[src/design/tbch_pkg.sv]
// ============================================================================
// tbch_pkg
// Shared constants, types and helpers for the token block chain hash.
// ============================================================================
package tbch_pkg;

    localparam int MAX_BLOCK_TOKENS = 256;

    localparam int TOKEN_W = 32;
    localparam int COUNT_W = 9;
    localparam int WORD_W  = 64;

    localparam logic [31:0] MIX32_MUL   = 32'h045D_9F3B;
    localparam logic [63:0] MIX64_MUL_A = 64'hBF58_476D_1CE4_E5B9;
    localparam logic [63:0] MIX64_MUL_B = 64'h94D0_49BB_1331_11EB;
    localparam logic [63:0] PARENT_MUL  = 64'hBF58_476D_1CE4_E5B9;
    localparam logic [31:0] COMBINE_ADD = 32'h9E37_79B9;

    // Token queue between front and back
    localparam int QUEUE_DEPTH = 2;
    localparam int QPTR_W      = (QUEUE_DEPTH > 1) ? $clog2(QUEUE_DEPTH) : 1;
    localparam int QCNT_W      = $clog2(QUEUE_DEPTH + 1);

    // One classified token beat as the back end sees it
    typedef struct packed {
        logic                      first_token;
        logic                      last_token;
        logic signed [TOKEN_W-1:0] token_id;
        logic                      is_digest;
        logic [COUNT_W-1:0]        count_sat;
        logic [WORD_W-1:0]         parent_hash;
        logic                      salt_use;
        logic [WORD_W-1:0]         salt_id;
        logic                      has_adapter;
        logic [WORD_W-1:0]         adapter_id;
    } tbch_entry_t;

    // Push side of the queue
    typedef struct packed {
        logic        valid;
        tbch_entry_t entry;
    } tbch_push_t;

    // Pop side of the queue
    typedef struct packed {
        logic        valid;
        tbch_entry_t entry;
    } tbch_head_t;

    function automatic logic [COUNT_W-1:0] sat_count(input logic [COUNT_W-1:0] count);
        logic [COUNT_W-1:0] result;
        if (int'(count) > MAX_BLOCK_TOKENS)
        begin
            result = COUNT_W'(MAX_BLOCK_TOKENS);
        end
        else
        begin
            result = count;
        end
        return result;
    endfunction

endpackage

[src/design/tbch_if.sv]
// ============================================================================
// tbch_token_if / tbch_hash_if
// Valid/ready channels for token beats and hash result beats.
// ============================================================================
interface tbch_token_if;
    logic                                          valid;
    logic                                          ready;
    logic                                          first_token;
    logic                                          last_token;
    logic signed [tbch_pkg::TOKEN_W-1:0]           token_id;
    logic                                          is_digest;
    logic [tbch_pkg::COUNT_W-1:0]                  token_count;
    logic [tbch_pkg::WORD_W-1:0]                   parent_hash;
    logic                                          has_salt;
    logic [tbch_pkg::WORD_W-1:0]                   salt_id;
    logic                                          has_adapter;
    logic [tbch_pkg::WORD_W-1:0]                   adapter_id;

    modport source (
        output valid, first_token, last_token, token_id, is_digest, token_count,
               parent_hash, has_salt, salt_id, has_adapter, adapter_id,
        input  ready
    );
    modport sink (
        input  valid, first_token, last_token, token_id, is_digest, token_count,
               parent_hash, has_salt, salt_id, has_adapter, adapter_id,
        output ready
    );
endinterface

interface tbch_hash_if;
    logic                          valid;
    logic                          ready;
    logic [tbch_pkg::WORD_W-1:0]   block_hash;
    logic                          compatible;

    modport source (
        output valid, block_hash, compatible,
        input  ready
    );
    modport sink (
        input  valid, block_hash, compatible,
        output ready
    );
endinterface

[src/design/tbch_front.sv]
// ============================================================================
// tbch_front
// Accepts token beats, saturates the count and decides on salt use.
// ============================================================================
module tbch_front (
    tbch_token_if.sink          tokens,
    input  logic                queue_ready,
    output tbch_pkg::tbch_push_t push
);

    assign tokens.ready = queue_ready;

    always_comb
    begin
        push.valid             = tokens.valid && queue_ready;
        push.entry.first_token = tokens.first_token;
        push.entry.last_token  = tokens.last_token;
        push.entry.token_id    = tokens.token_id;
        push.entry.is_digest   = tokens.is_digest;
        push.entry.count_sat   = tbch_pkg::sat_count(tokens.token_count);
        push.entry.parent_hash = tokens.parent_hash;
        // salt only folds into a root block
        push.entry.salt_use    = tokens.has_salt && (tokens.parent_hash == '0);
        push.entry.salt_id     = tokens.salt_id;
        push.entry.has_adapter = tokens.has_adapter;
        push.entry.adapter_id  = tokens.adapter_id;
    end

endmodule

[src/design/tbch_queue.sv]
// ============================================================================
// tbch_queue
// Short FIFO of classified token beats between front and back.
// ============================================================================
module tbch_queue (
    input  logic                 clk,
    input  logic                 rst_n,
    input  tbch_pkg::tbch_push_t push,
    output logic                 push_ready,
    output tbch_pkg::tbch_head_t head,
    input  logic                 pop
);

    tbch_pkg::tbch_entry_t              slot_reg [tbch_pkg::QUEUE_DEPTH];
    logic [tbch_pkg::QPTR_W-1:0]        wr_ptr_reg;
    logic [tbch_pkg::QPTR_W-1:0]        rd_ptr_reg;
    logic [tbch_pkg::QCNT_W-1:0]        fill_reg;
    logic                               do_push;
    logic                               do_pop;

    assign push_ready = (int'(fill_reg) < tbch_pkg::QUEUE_DEPTH);
    assign do_push    = push.valid && push_ready;
    assign do_pop     = pop && (fill_reg != '0);

    assign head.valid = (fill_reg != '0);
    assign head.entry = slot_reg[rd_ptr_reg];

    function automatic logic [tbch_pkg::QPTR_W-1:0] ptr_inc(
        input logic [tbch_pkg::QPTR_W-1:0] ptr
    );
        logic [tbch_pkg::QPTR_W-1:0] result;
        if (int'(ptr) == tbch_pkg::QUEUE_DEPTH - 1)
        begin
            result = '0;
        end
        else
        begin
            result = ptr + 1'b1;
        end
        return result;
    endfunction

    always_ff @(posedge clk or negedge rst_n)
    begin
        if (!rst_n)
        begin
            wr_ptr_reg <= '0;
            rd_ptr_reg <= '0;
            fill_reg   <= '0;
        end
        else
        begin
            if (do_push)
            begin
                wr_ptr_reg <= ptr_inc(wr_ptr_reg);
            end
            if (do_pop)
            begin
                rd_ptr_reg <= ptr_inc(rd_ptr_reg);
            end
            if (do_push && !do_pop)
            begin
                fill_reg <= fill_reg + 1'b1;
            end
            else if (do_pop && !do_push)
            begin
                fill_reg <= fill_reg - 1'b1;
            end
        end
    end

    always_ff @(posedge clk)
    begin
        if (do_push)
        begin
            slot_reg[wr_ptr_reg] <= push.entry;
        end
    end

endmodule

[src/design/tbch_back.sv]
// ============================================================================
// tbch_back
// Sequencer over one shared 32x32 multiplier: seeds, folds tokens and words,
// and holds the result register.
// ============================================================================
module tbch_back (
    input  logic                 clk,
    input  logic                 rst_n,
    input  tbch_pkg::tbch_head_t head,
    output logic                 pop,
    tbch_hash_if.source          hashes
);

    typedef enum logic [3:0] {
        S_IDLE,
        S_PMUL,
        S_SEED,
        S_WA,
        S_WA_POST,
        S_WB,
        S_WADD,
        S_FIN,
        S_TOK,
        S_T1,
        S_T2,
        S_T3,
        S_T4,
        S_LAST,
        S_RES
    } state_t;

    typedef enum logic [1:0] {
        FOLD_SALT,
        FOLD_ADAPTER,
        FOLD_TOKEN
    } fold_t;

    state_t                 state_reg;
    fold_t                  fold_reg;
    tbch_pkg::tbch_entry_t  cur_reg;

    logic [63:0] seed_reg;
    logic        digest_seen_reg;
    logic        adapter_pending_reg;
    logic [63:0] adapter_value_reg;

    logic [63:0] mul_x_reg;
    logic [63:0] mul_y_reg;
    logic [63:0] acc_reg;
    logic [1:0]  mul_cnt_reg;
    logic [63:0] tmp_reg;

    logic [63:0] res_hash_reg;
    logic        res_compat_reg;
    logic        out_valid_reg;
    logic [63:0] out_hash_reg;
    logic        out_compat_reg;

    // partial products: lo*lo, lo*hi, hi*lo
    logic [31:0] pp_a;
    logic [31:0] pp_b;
    logic [63:0] pp;
    logic [63:0] acc_step;
    logic        mul_last;
    logic [63:0] fold_sum;
    logic [63:0] fold_res;
    logic [31:0] acc_lo;
    logic [31:0] acc_lo_mix;
    logic        res_load;

    always_comb
    begin
        pp_a     = (mul_cnt_reg == 2'd2) ? mul_x_reg[63:32] : mul_x_reg[31:0];
        pp_b     = (mul_cnt_reg == 2'd1) ? mul_y_reg[63:32] : mul_y_reg[31:0];
        pp       = {32'b0, pp_a} * {32'b0, pp_b};
        acc_step = (mul_cnt_reg == 2'd0) ? pp : (acc_reg + {pp[31:0], 32'b0});
        mul_last = (mul_cnt_reg == 2'd2);
        fold_sum = tmp_reg + (seed_reg << 6) + (seed_reg >> 2);
        fold_res = seed_reg ^ fold_sum;
        acc_lo     = acc_reg[31:0];
        acc_lo_mix = acc_lo ^ (acc_lo >> 16);
        // result moves to the output register once that register is free
        res_load   = (state_reg == S_RES) && (!out_valid_reg || hashes.ready);
    end

    assign pop               = (state_reg == S_IDLE) && head.valid;
    assign hashes.valid      = out_valid_reg;
    assign hashes.block_hash = out_hash_reg;
    assign hashes.compatible = out_compat_reg;

    always_ff @(posedge clk or negedge rst_n)
    begin
        if (!rst_n)
        begin
            state_reg           <= S_IDLE;
            fold_reg            <= FOLD_TOKEN;
            cur_reg             <= '0;
            seed_reg            <= '0;
            digest_seen_reg     <= 1'b0;
            adapter_pending_reg <= 1'b0;
            adapter_value_reg   <= '0;
            mul_x_reg           <= '0;
            mul_y_reg           <= '0;
            acc_reg             <= '0;
            mul_cnt_reg         <= '0;
            tmp_reg             <= '0;
            res_hash_reg        <= '0;
            res_compat_reg      <= 1'b0;
            out_valid_reg       <= 1'b0;
            out_hash_reg        <= '0;
            out_compat_reg      <= 1'b0;
        end
        else
        begin
            if (res_load)
            begin
                out_valid_reg  <= 1'b1;
                out_hash_reg   <= res_hash_reg;
                out_compat_reg <= res_compat_reg;
            end
            else if (out_valid_reg && hashes.ready)
            begin
                out_valid_reg <= 1'b0;
            end

            unique case (state_reg)
                S_IDLE:
                begin
                    if (head.valid)
                    begin
                        cur_reg <= head.entry;
                        if (head.entry.first_token)
                        begin
                            digest_seen_reg     <= 1'b0;
                            adapter_pending_reg <= head.entry.has_adapter;
                            adapter_value_reg   <= head.entry.adapter_id;
                            mul_x_reg           <= head.entry.parent_hash;
                            mul_y_reg           <= tbch_pkg::PARENT_MUL;
                            mul_cnt_reg         <= '0;
                            state_reg           <= S_PMUL;
                        end
                        else
                        begin
                            state_reg <= S_TOK;
                        end
                    end
                end

                S_PMUL:
                begin
                    acc_reg     <= acc_step;
                    mul_cnt_reg <= mul_cnt_reg + 1'b1;
                    if (mul_last)
                    begin
                        state_reg <= S_SEED;
                    end
                end

                S_SEED:
                begin
                    seed_reg <= {55'b0, cur_reg.count_sat} ^ acc_reg;
                    if (cur_reg.salt_use)
                    begin
                        fold_reg    <= FOLD_SALT;
                        mul_x_reg   <= cur_reg.salt_id ^ (cur_reg.salt_id >> 30);
                        mul_y_reg   <= tbch_pkg::MIX64_MUL_A;
                        mul_cnt_reg <= '0;
                        state_reg   <= S_WA;
                    end
                    else
                    begin
                        state_reg <= S_TOK;
                    end
                end

                S_WA:
                begin
                    acc_reg     <= acc_step;
                    mul_cnt_reg <= mul_cnt_reg + 1'b1;
                    if (mul_last)
                    begin
                        state_reg <= S_WA_POST;
                    end
                end

                S_WA_POST:
                begin
                    mul_x_reg   <= acc_reg ^ (acc_reg >> 27);
                    mul_y_reg   <= tbch_pkg::MIX64_MUL_B;
                    mul_cnt_reg <= '0;
                    state_reg   <= S_WB;
                end

                S_WB:
                begin
                    acc_reg     <= acc_step;
                    mul_cnt_reg <= mul_cnt_reg + 1'b1;
                    if (mul_last)
                    begin
                        state_reg <= S_WADD;
                    end
                end

                S_WADD:
                begin
                    tmp_reg   <= (acc_reg ^ (acc_reg >> 31)) + {32'b0, tbch_pkg::COMBINE_ADD};
                    state_reg <= S_FIN;
                end

                S_FIN:
                begin
                    unique case (fold_reg)
                        FOLD_ADAPTER:
                        begin
                            res_hash_reg   <= fold_res;
                            res_compat_reg <= 1'b1;
                            state_reg      <= S_RES;
                        end
                        FOLD_TOKEN:
                        begin
                            seed_reg  <= fold_res;
                            state_reg <= S_LAST;
                        end
                        default:
                        begin
                            seed_reg  <= fold_res;
                            state_reg <= S_TOK;
                        end
                    endcase
                end

                S_TOK:
                begin
                    if (digest_seen_reg)
                    begin
                        state_reg <= S_LAST;
                    end
                    else if (cur_reg.is_digest)
                    begin
                        digest_seen_reg <= 1'b1;
                        state_reg       <= S_LAST;
                    end
                    else
                    begin
                        mul_x_reg   <= {32'b0, cur_reg.token_id ^ (cur_reg.token_id >>> 0 >> 16)};
                        mul_y_reg   <= {32'b0, tbch_pkg::MIX32_MUL};
                        mul_cnt_reg <= '0;
                        state_reg   <= S_T1;
                    end
                end

                S_T1:
                begin
                    acc_reg   <= acc_step;
                    state_reg <= S_T2;
                end

                S_T2:
                begin
                    mul_x_reg <= {32'b0, acc_lo_mix};
                    state_reg <= S_T3;
                end

                S_T3:
                begin
                    acc_reg   <= acc_step;
                    state_reg <= S_T4;
                end

                S_T4:
                begin
                    tmp_reg   <= {32'b0, acc_lo_mix + tbch_pkg::COMBINE_ADD};
                    fold_reg  <= FOLD_TOKEN;
                    state_reg <= S_FIN;
                end

                S_LAST:
                begin
                    if (!cur_reg.last_token)
                    begin
                        state_reg <= S_IDLE;
                    end
                    else if (digest_seen_reg)
                    begin
                        res_hash_reg   <= '0;
                        res_compat_reg <= 1'b0;
                        state_reg      <= S_RES;
                    end
                    else if (adapter_pending_reg)
                    begin
                        fold_reg    <= FOLD_ADAPTER;
                        mul_x_reg   <= adapter_value_reg ^ (adapter_value_reg >> 30);
                        mul_y_reg   <= tbch_pkg::MIX64_MUL_A;
                        mul_cnt_reg <= '0;
                        state_reg   <= S_WA;
                    end
                    else
                    begin
                        res_hash_reg   <= seed_reg;
                        res_compat_reg <= 1'b1;
                        state_reg      <= S_RES;
                    end
                end

                S_RES:
                begin
                    if (res_load)
                    begin
                        state_reg <= S_IDLE;
                    end
                end

                default:
                begin
                    state_reg <= S_IDLE;
                end
            endcase
        end
    end

endmodule

[src/design/token_block_chain_hash.sv]
// ============================================================================
// token_block_chain_hash
// Chained 64-bit key over one block of token ids.
// ============================================================================
// Token beats enter through a front end that saturates the token count and
// flags salt use, then wait in a two-entry queue for the back end. The back
// end is a sequencer around one 32x32 multiplier; a 64-bit product takes
// three passes (low*low, low*high, high*low). A plain token beat is mixed
// through the multiplier and folded into the seed. A block-start beat first
// runs the parent multiply, plus a salt fold when a salt is folded into a
// root block. A last beat then loads the result register, after an adapter
// fold when an adapter id is folded in. Input is accepted while the queue
// has room; a finished result sits in the output register and the next
// beats keep flowing until the back end needs that register again. A
// digest beat marks the block incompatible: the result then carries hash 0
// and compatible 0, and later beats of the block are skipped. Beats after a
// last beat without a new block start continue from the seed left behind
// (adapter not included).
// ============================================================================
module token_block_chain_hash (
    input  logic         clk,
    input  logic         rst_n,
    tbch_token_if.sink   tokens,
    tbch_hash_if.source  hashes
);

    tbch_pkg::tbch_push_t push;
    tbch_pkg::tbch_head_t head;
    logic                 queue_ready;
    logic                 pop;

    // classify and hand off
    tbch_front u_front (
        .tokens      (tokens),
        .queue_ready (queue_ready),
        .push        (push)
    );

    // decouples acceptance from the multiplier sequencer
    tbch_queue u_queue (
        .clk        (clk),
        .rst_n      (rst_n),
        .push       (push),
        .push_ready (queue_ready),
        .head       (head),
        .pop        (pop)
    );

    // seed, token and word folds; result register
    tbch_back u_back (
        .clk    (clk),
        .rst_n  (rst_n),
        .head   (head),
        .pop    (pop),
        .hashes (hashes)
    );

endmodule

[src/flat_wrapper.sv]
// flat-port wrapper written by rule: the top's interface ports become plain ports
module token_block_chain_hash_flat 
  (clk, rst_n, tokens_valid, tokens_first_token, tokens_last_token, tokens_token_id, tokens_is_digest, tokens_token_count, tokens_parent_hash, tokens_has_salt, tokens_salt_id, tokens_has_adapter, tokens_adapter_id, tokens_ready, hashes_valid, hashes_block_hash, hashes_compatible, hashes_ready);
  tbch_token_if tokens_i ();
  tbch_hash_if hashes_i ();
  input  logic clk;
  input  logic rst_n;
  input wire logic [$bits(tokens_i.valid)-1:0] tokens_valid;
  input wire logic [$bits(tokens_i.first_token)-1:0] tokens_first_token;
  input wire logic [$bits(tokens_i.last_token)-1:0] tokens_last_token;
  input wire logic [$bits(tokens_i.token_id)-1:0] tokens_token_id;
  input wire logic [$bits(tokens_i.is_digest)-1:0] tokens_is_digest;
  input wire logic [$bits(tokens_i.token_count)-1:0] tokens_token_count;
  input wire logic [$bits(tokens_i.parent_hash)-1:0] tokens_parent_hash;
  input wire logic [$bits(tokens_i.has_salt)-1:0] tokens_has_salt;
  input wire logic [$bits(tokens_i.salt_id)-1:0] tokens_salt_id;
  input wire logic [$bits(tokens_i.has_adapter)-1:0] tokens_has_adapter;
  input wire logic [$bits(tokens_i.adapter_id)-1:0] tokens_adapter_id;
  output wire logic [$bits(tokens_i.ready)-1:0] tokens_ready;
  output wire logic [$bits(hashes_i.valid)-1:0] hashes_valid;
  output wire logic [$bits(hashes_i.block_hash)-1:0] hashes_block_hash;
  output wire logic [$bits(hashes_i.compatible)-1:0] hashes_compatible;
  input wire logic [$bits(hashes_i.ready)-1:0] hashes_ready;
  assign tokens_i.valid = tokens_valid;
  assign tokens_i.first_token = tokens_first_token;
  assign tokens_i.last_token = tokens_last_token;
  assign tokens_i.token_id = tokens_token_id;
  assign tokens_i.is_digest = tokens_is_digest;
  assign tokens_i.token_count = tokens_token_count;
  assign tokens_i.parent_hash = tokens_parent_hash;
  assign tokens_i.has_salt = tokens_has_salt;
  assign tokens_i.salt_id = tokens_salt_id;
  assign tokens_i.has_adapter = tokens_has_adapter;
  assign tokens_i.adapter_id = tokens_adapter_id;
  assign tokens_ready = tokens_i.ready;
  assign hashes_valid = hashes_i.valid;
  assign hashes_block_hash = hashes_i.block_hash;
  assign hashes_compatible = hashes_i.compatible;
  assign hashes_i.ready = hashes_ready;
  token_block_chain_hash u_core (.clk(clk), .rst_n(rst_n), .tokens(tokens_i), .hashes(hashes_i));
endmodule
[config.mk]
export PLATFORM = sky130hd
export DESIGN_NAME = token_block_chain_hash_flat
export DESIGN_NICKNAME = d
export VERILOG_FILES = /design/src/design/tbch_pkg.sv /design/src/design/tbch_if.sv /design/src/design/tbch_front.sv /design/src/design/tbch_queue.sv /design/src/design/tbch_back.sv /design/src/design/token_block_chain_hash.sv /design/src/flat_wrapper.sv
export SDC_FILE = /design/constraint.sdc
export NUM_CORES = 2
export LEC_CHECK = 0
export BUFFER_PORTS_ARGS = -buffer_cell sky130_fd_sc_hd__buf_4
export CAP_MARGIN = 5
export CORE_MARGIN = 2
export CORE_UTILIZATION = 37
export CTS_BUF_LIST = sky130_fd_sc_hd__clkbuf_4 sky130_fd_sc_hd__clkbuf_8
export DETAILED_ROUTE_END_ITERATION = 10
export PLACE_DENSITY = 0.63
export SETUP_SLACK_MARGIN = 0.05
export SYNTH_ARGS = -nofsm -noshare
export SYNTH_HDL_FRONTEND = slang
export SYNTH_HIERARCHICAL = 1
export SYNTH_SLANG_ARGS = --single-unit
[constraint.sdc]
create_clock -name clk -period 34.3 [get_ports clk]
set_input_delay 1.715 -clock clk [delete_from_list [all_inputs] [get_ports clk]]
set_output_delay 1.715 -clock clk [all_outputs]
set_load 0.05 [all_outputs]
==> qor_table.md <==
| Metric | This run | Unit |
| --- | --- | --- |
| Via density per instance | 5.558 | - |
| Placed cells | 11000 | - |
| Violation count after the first detailed-routing iteration | 6616 | - |
| Cell at the slowest stage of the critical path | sky130_fd_sc_hd__buf_4 | - |
| Final estimated routing congestion in global placement | 1.046 | - |
| Number of buffers between clock root and the deepest sink | 3 | - |
| Worst Min Path Start | u_core/u_back/res_hash_reg[15] | - |
| Maximum fanout along the worst path | 68 | - |
| Register area | 28810 | sq um |
| Final Slew Violations | 0 | - |
| Placeable core region | 232100 | sq um |
| Final count of hold timing violations | 0 | - |
| Number of top-level pins | 309 | - |
| Final instance count without filler cells | 11310 | - |
| CTS tree | yes | - |
| Post-synthesis async set-or-reset flop share | 54.92 | % |
| Run status | completed | - |
| Number of fillers in the final layout | 22460 | - |
| Max_slew headroom | 6.258 | % |
| Cells taking the most area after synthesis | sky130_fd_sc_hd__fa_1 21%, sky130_fd_sc_hd__dfrtp_1 17%, sky130_fd_sc_hd__edfxtp_1 17% | - |
| Fraction of the yosys area taken by sequential cells | 33.46 | % |
| Multi-input logic area | 50080 | sq um |
| Final net count | 9689 | - |
| Root Buffer | sky130_fd_sc_hd__clkbuf_8 | - |
| Slew @ Worst Pin | 1406 | ps |
| Worst setup slack for register-to-register paths | 23100 | ps |
| Final setup violating endpoints | 0 | - |
| Syn Nets | 9702 | - |
| Data required, critical path | 35120 | ps |
| Netlist Area Pre-Place | 86100 | sq um |
| Floorplan die height | 486.4 | um |
| Wire length of the first global-routing pass | 449200 | um |
| Die boundary width | 486.4 | um |
| Per-cell routed wire length | 27.53 | um |
| CTS H-tree depth | 4 | - |
| Final ANT Viol Nets | 0 | - |
| Synth top area share | 20.67 | % |
| Most used cell, CP | sky130_fd_sc_hd__fa_1 | - |
| Synthesis warning total | 6 | - |
| Num Clock Sinks | 1056 | - |
| Proportion of layout cells with a drive suffix above 1 | 16.30 | % |
| Type of the setup path with the least slack | reg2reg | - |
| Synthesis-to-finish area growth | 8.825 | % |
| Type of destination of the critical path | register | - |
| Hold-fix buffer count after cts | 0 | - |
| Number of CTS-inserted buffers | 164 | - |
| Routed wire length | 311300 | um |
| Count of buffers added by post-CTS timing repair for setup | 0 | - |
| Minimum clock period | 11200 | ps |
| Reg-to-reg critical path startpoint | u_core/u_back/mul_cnt_reg[1] | - |
| Launching element type of the critical path | register | - |
| Unrepaired setup endpoints after global routing | false | - |
| Number of resized instances in the post-cts repair step | 0 | - |
| Initial standard-cell utilization of the core | 37.10 | % |
| Final instance area | 93700 | sq um |
| Worst R2R End | u_core/u_back/acc_reg[63] | - |
| Fmax | 89.31 | MHz |
| Max reg flops | 476 | - |
| Initial DRT Pass Iterations | 9 | - |
| Skew final | 71.69 | ps |
| DR vias | 62860 | - |
| Logic depth of the worst register-to-register path | 34 | - |
| Fin Setup TNS | 0 | ps |
| Main synth FF type | sky130_fd_sc_hd__dfrtp_1 | - |
| Number of placement rows | 177 | - |
| Clk slew on worst S/H paths | 70 | ps |
| Placed Area | 90000 | sq um |
| Arr. time, crit path | 12020 | ps |
| Source-to-sink clock delay at the later pin of the worst-skew pair | 960 | ps |
| Via count of the first global-routing pass | 63480 | - |
| Worst stage delay on the critical path | 740 | ps |
| Number of flops mapped to enable cells by yosys | 476 | - |
| Cell count of the worst hold path | 2 | - |
| Port buffer count | 308 | - |
| Post-Synthesis Mean Instance Area | 10.58 | sq um |
| Area leader, netlist | sky130_fd_sc_hd__fa_1 | - |
| Half-perimeter wire length of the detailed placement result | 245300 | um |
| Die Outline Area | 236600 | sq um |
| Pin count of the biggest net entering global routing | 151 | - |
| Post-synthesis register bit count | 1056 | - |
| Distinct cell type count of the synthesized netlist | 95 | - |
| Global-route total usage across every layer | 26.08 | % |
| Share of the clock period used by the worst path after layout | 32.64 | % |
| Synth Instances | 8137 | - |
| Number of max-cap violations | 0 | - |
| Worst min-delay path category | reg2reg | - |
| Endpoint of the worst hold-timing path | u_core/u_back/res_hash_reg[15] | - |
| Initial antenna violation count | 10 | - |
| DR DRC count | 0 | - |
| GR Overflow Total | 0 | - |
==> cell type report <==
type	count	share of cell area (%)
multi-input cells	5408	53.45
flip-flops and latches	1056	30.75
inverters	1049	4.202
well taps	3043	4.063
repair buffers	445	3.600
clock buffers	257	3.361
clock inverters	48	0.5649
diodes	4	0.01068
==> critical path: cells and delay by family (launching register included) <==
family / cells / cell delay [ps]
xor gates and xnor gates: 2 / 370
AOI/OAI and AO/OA: 9 / 2580
DFF: 1 / 430
buffers and inverters: 6 / 1410
and+or+nand+nor: 6 / 1510
adders and majority gates: 11 / 4760
==> cells by family after synthesis <==
| kind of cell | count (synthesis) | share of synthesized area, % |
|---|---|---|
| compound gates | 1332 | 9.748 |
| xor+xnor | 416 | 4.248 |
| fa+ha+maj | 1323 | 26.98 |
| buf+inv | 1673 | 8.609 |
| flops | 1056 | 33.46 |
| mux | 555 | 8.081 |
| simple gates | 1782 | 8.878 |
==> worst max-delay path by stage <==
stage                            startpoint                             to
2_1_floorplan                  tokens_valid  u_core/u_queue/slot_reg[0][0]
3_3_place_gp   u_core/u_back/mul_cnt_reg[1]      u_core/u_back/acc_reg[63]
3_5_place_dp   u_core/u_back/mul_cnt_reg[1]      u_core/u_back/acc_reg[60]
4_1_cts        u_core/u_back/mul_cnt_reg[1]      u_core/u_back/acc_reg[63]
5_1_grt        u_core/u_back/mul_cnt_reg[1]      u_core/u_back/acc_reg[60]
6_report       u_core/u_back/mul_cnt_reg[1]      u_core/u_back/acc_reg[63]
==> routing by layer <==
| metal | global-route usage, % | part of all wire, % |
|---|---|---|
| met2 | 39.99 | 45 |
| met1 | 36.09 | 42 |
| met3 | 4.458 | 7.9 |
| met4 | 11.86 | 5.3 |
| met5 | 0 | 0.013 |
==> cells in the final DEF (no fill, tap or decap), types with 26 or more instances in the layout <==
master                     instances
sky130_fd_sc_hd__a211oi_1         35
sky130_fd_sc_hd__a21o_1           78
sky130_fd_sc_hd__a21oi_1         379
sky130_fd_sc_hd__a221o_1          28
sky130_fd_sc_hd__a221oi_1         39
sky130_fd_sc_hd__a222oi_1         43
sky130_fd_sc_hd__a22oi_1          27
sky130_fd_sc_hd__a31oi_1          71
sky130_fd_sc_hd__and2_1           31
sky130_fd_sc_hd__and3_1           53
sky130_fd_sc_hd__buf_4           442
sky130_fd_sc_hd__clkbuf_4         62
sky130_fd_sc_hd__clkbuf_8        195
sky130_fd_sc_hd__dfrtp_1         578
sky130_fd_sc_hd__edfxtp_1        476
sky130_fd_sc_hd__fa_1            889
sky130_fd_sc_hd__ha_1            432
sky130_fd_sc_hd__inv_1          1048
sky130_fd_sc_hd__mux2_2          313
sky130_fd_sc_hd__mux2_4          202
sky130_fd_sc_hd__mux2i_1          27
sky130_fd_sc_hd__nand2_1         695
sky130_fd_sc_hd__nand2b_1         30
sky130_fd_sc_hd__nand3_1          83
sky130_fd_sc_hd__nand4_1          40
sky130_fd_sc_hd__nor2_1          628
sky130_fd_sc_hd__nor2b_1          44
sky130_fd_sc_hd__nor3_1           85
sky130_fd_sc_hd__o21ai_0         362
sky130_fd_sc_hd__o21bai_1         37
sky130_fd_sc_hd__o221ai_1         26
sky130_fd_sc_hd__o22ai_1          50
sky130_fd_sc_hd__xnor2_1         250
sky130_fd_sc_hd__xor2_1          165
==> cell usage after synthesis (all sizes together), types with 8 or more instances <==
cell type	instances
o21ai	375
a21oi	385
o221ai	26
a222oi	43
fa	889
o31ai	9
and3	56
nor2b	45
xor2	165
edfxtp	476
a21o	78
dfrtp	579
a211oi	35
a22oi	27
a221oi	40
a21boi	11
clkbuf	328
o21bai	37
nor2	638
mux2i	40
mux2	515
nor4	21
nand2	699
nand3	85
o21a	25
xnor2	250
nand4	40
o22ai	50
or2	14
or3	9
a221o	28
and2	35
a311oi	9
inv	1048
a31o	8
o211ai	14
ha	434
buf	296
a31oi	72
nor3	87
nand2b	32
==> stage by stage <==
step | utilization, % | hold slack (ps) | setup WS, ps
final | 40.37 | 480.4 | 23100
after floorplan | - | 422.9 | 20920
after CTS | 40.36 | 483.0 | 23230
after global routing | 40.37 | 506.7 | 22410
after detailed placement | 38.78 | 473.0 | 23330
after global placement | 38.78 | 460.6 | 23360
Power is left out: the tool's default activity adds up to more than one toggle a clock period on the data nets, which glitch-free logic cannot reach.
